**config.mk**
```make
export PLATFORM = sky130hd
export DESIGN_NAME = lpm_cmp
export DESIGN_NICKNAME = d
export VERILOG_FILES = /design/src/sv/lpm_pkg.sv /design/src/sv/lpm_cmp.sv
export SDC_FILE = /design/constraint.sdc
export NUM_CORES = 1
export LEC_CHECK = 0
export BUFFER_PORTS_ARGS = -buffer_cell sky130_fd_sc_hd__buf_4
export CORE_MARGIN = 2
export CORE_UTILIZATION = 36
export DETAILED_ROUTE_END_ITERATION = 12
export PLACE_DENSITY = 0.92
export SLEW_MARGIN = 20
export SYNTH_ARGS = -nofsm -noshare
export SYNTH_HDL_FRONTEND = slang
export SYNTH_SLANG_ARGS = --single-unit
```
**constraint.sdc**
```tcl
create_clock -name vclk -period 1.48
set_clock_uncertainty 0.05 [all_clocks]
set_input_delay 0.074 -clock vclk [all_inputs]
set_output_delay 0.074 -clock vclk [all_outputs]
set_load 0.005 [all_outputs]
```
**src/sv/lpm_pkg.sv**
```systemverilog
// shared types and codes for the longest prefix match table
package lpm_pkg;

    localparam int unsigned ADDR_W = 32;
    localparam int unsigned PORT_W = 16;

    typedef enum logic {
        OP_INSERT = 1'b0,
        OP_LOOKUP = 1'b1
    } t_op;

    typedef enum logic [1:0] {
        STAT_INSERTED = 2'd0,
        STAT_FULL     = 2'd1,
        STAT_HIT      = 2'd2,
        STAT_MISS     = 2'd3
    } t_status;

    typedef enum logic [1:0] {
        ST_IDLE,
        ST_INS,
        ST_LKP,
        ST_RESULT
    } t_state;

    // one stored route, dest in the low bits
    typedef struct packed {
        logic [PORT_W-1:0] port;
        logic [ADDR_W-1:0] gateway;
        logic [ADDR_W-1:0] mask;
        logic [ADDR_W-1:0] dest;
    } t_route;

    localparam int unsigned ROUTE_W = $bits(t_route);

endpackage

```
**src/sv/lpm_cmp.sv**
```systemverilog
// shared compare unit: mask ordering on insert, prefix match on lookup
module lpm_cmp
    import lpm_pkg::*;
(
    input  t_op               i_op,
    input  t_route            i_entry,
    input  logic [ADDR_W-1:0] i_key,
    output logic              o_hit
);

    always_comb begin
        case (i_op)
            OP_INSERT: o_hit = (i_key >= i_entry.mask);
            OP_LOOKUP: o_hit = (i_entry.dest == (i_entry.mask & i_key));
            default:   o_hit = 1'b0;
        endcase
    end

endmodule

```
==> run metrics <==
Post-DP HPWL 4.37 mm; Slew @ Worst Pin 305 ps; DR iter-0 viols 31; Pwr per Cell Area 254 nW/µm²; post-synth top area share 50.5%; outcome finished with violations; YS warnings 0; ant diodes 0; Distinct cells, synth 28; min Tclk post-route roughly 1800 ps; Worst path top cell family by delay compound AO/OA/AOI/OAI gates; DR DRC count 0; Worst Path Buf+Inv 3; die height 70.4 µm; total wire length roughly 4.8 mm; DRT Pass-1 Iters 4; most instantiated library cell after synthesis ha_1; Worst EP required 1360 ps; Die Wd between 70 and 80 µm; Synthesized Nets 393; Via Count 1677; Ports 146; largest area contributor in the netlist ha_1; vias in the first global route approximately 1900; Post-Syn Area between 1500 and 2000 µm²; Rel. slew slack roughly 80%; Final Worst Setup Slack -285 ps; Seq cells 0; largest net degree at the start of global routing 4; vias per cell 4.83; Core Util, Final 59.8%; Cells after Synth 184; most frequent cells after synthesis ha_1, inv_1, xnor2_1; NumNets Final roughly 510; Worst Hold Launch i_op; Core Region 4290 µm²; GR Overflow Total 0; Leakage 1.42 nW; peak supply drop 0.000105 V; Final setup viols 1; critical path class in -> out; WHS Path Cells 4; GRT Overall Usage 19.3%; Peak Freq 567 MHz; slowest library cell on the worst path a221oi_4; worst slack at placement -397 ps; initial antenna violation count 0; Final Hold Violating Endpoints 0; most frequent CP cell buf_4; CP cell instances buf_4, inv_2, ha_4, a21o_4, a221oi_4, o31ai_2, a211oi_2, o21ai_1, a31o_1, buf_4; first-pass GRT wire length between 7 and 8 mm; P&R area growth vs syn 62.0%; Setup Buffers After CTS 0; RSZ-0062 raised after global routing true; Slew Viols, Final 0; routability-driven placement congestion ratio 0.785; die area 4950 µm²; Initial Utilization 36.9%; Tcrit/Tclk final 119%; HP Class in -> out; port bufs 98; row count 24; layout cells sized above 1 43.7%; tightest hold margin 568 ps; slowest stage delay, CP 270 ps; CP max FO 2; Mean Syn Cell Area ~8.6 µm²; startpoint types input pin; antenna-violating nets left 0; clock buffers 0; WHS Endpoint o_hit; max-capacitance violation count 0; Seq/Total Area, Yosys 0%; Critical Path End Type output port; Data arrival, critical path roughly 1600 ps; wire per inst 13.7 µm; synth top area cells ha_1, xnor2_1, xor2_1; violated checks setup timing; storage element area 0 µm²
## worst max path at each step
| stage | from | to | slack, ps | cells after the start |
|---|---|---|---|---|
| 2_1_floorplan | i_entry[39] | o_hit | 5 | 8 |
| 5_1_grt | i_entry[59] | o_hit | -400 | 9 |
| 6_report | i_entry[37] | o_hit | -280 | 10 |
| 3_3_place_gp | i_key[5] | o_hit | -370 | 9 |
| 3_5_place_dp | i_key[5] | o_hit | -400 | 9 |
| 4_1_cts | i_entry[37] | o_hit | -290 | 10 |
## where the power goes
group          switching [mW]  internal, mW  total (mW)
Combinational           0.270         0.384       0.654
Sequential                  0             0           0
Clock                       0             0           0
Total                   0.270         0.384       0.654
## cell type report
class,instances,area (µm²)
fill,386,1720
inverter,32,120
multi-input combinational,152,1550
tap,52,65.1
timing repair buffer,111,837
## placed cells by master (no fill, tap or decap), types with 2 or more instances in the layout
master   instances
ha_1            60
nor4_1           3
xnor2_1         17
and4_1           3
a21oi_1          9
ha_4             4
nor2_1           2
nand2_1          6
xor2_1          15
inv_2            3
inv_1           29
o21ai_1          3
nand4_1          7
nand3_1          5
buf_4          110
## through the flow
| stage | instance area (µm²) | TNS (ps) | instances | power [mW] |
|---|---|---|---|---|
| 4_1_cts | 2560 | -287 | 347 | 0.656 |
| 3_5_place_dp | 2490 | -397 | 347 | 0.620 |
| 3_3_place_gp | 2490 | -367 | 347 | 0.592 |
| 6_report | 2570 | -285 | 347 | 0.654 |
| 2_1_floorplan | 1590 | 0 | 184 | 0.281 |
| 5_1_grt | 2570 | -396 | 347 | 0.733 |
## routing by layer
layer  part of all wire, %  global-route usage (%)  vias up
met3                   5.7                    1.88       16
met5                     0                       0        -
met1                    34                    18.4      746
met4                   4.0                    6.41        0
met2                    56                    41.2       65
li1                      -                       -      850
## logic make-up after synthesis
logic type,Yosys count,share of synthesized area (%)
xor+xnor,32,17.7
simple gates,31,11.7
buf+inv,32,7.57
compound gates,25,12.6
fa+ha+maj,64,50.5
## repair_timing
item	4_1_cts	5_1_grt
pin swaps	4	0
cloned	0	0
gates resized for setup	10	2
endpoints found under the hold margin	0	0
endpoints found under the setup margin	1	1
hold buffers	0	0
Power figures use the tool's default switching activity.
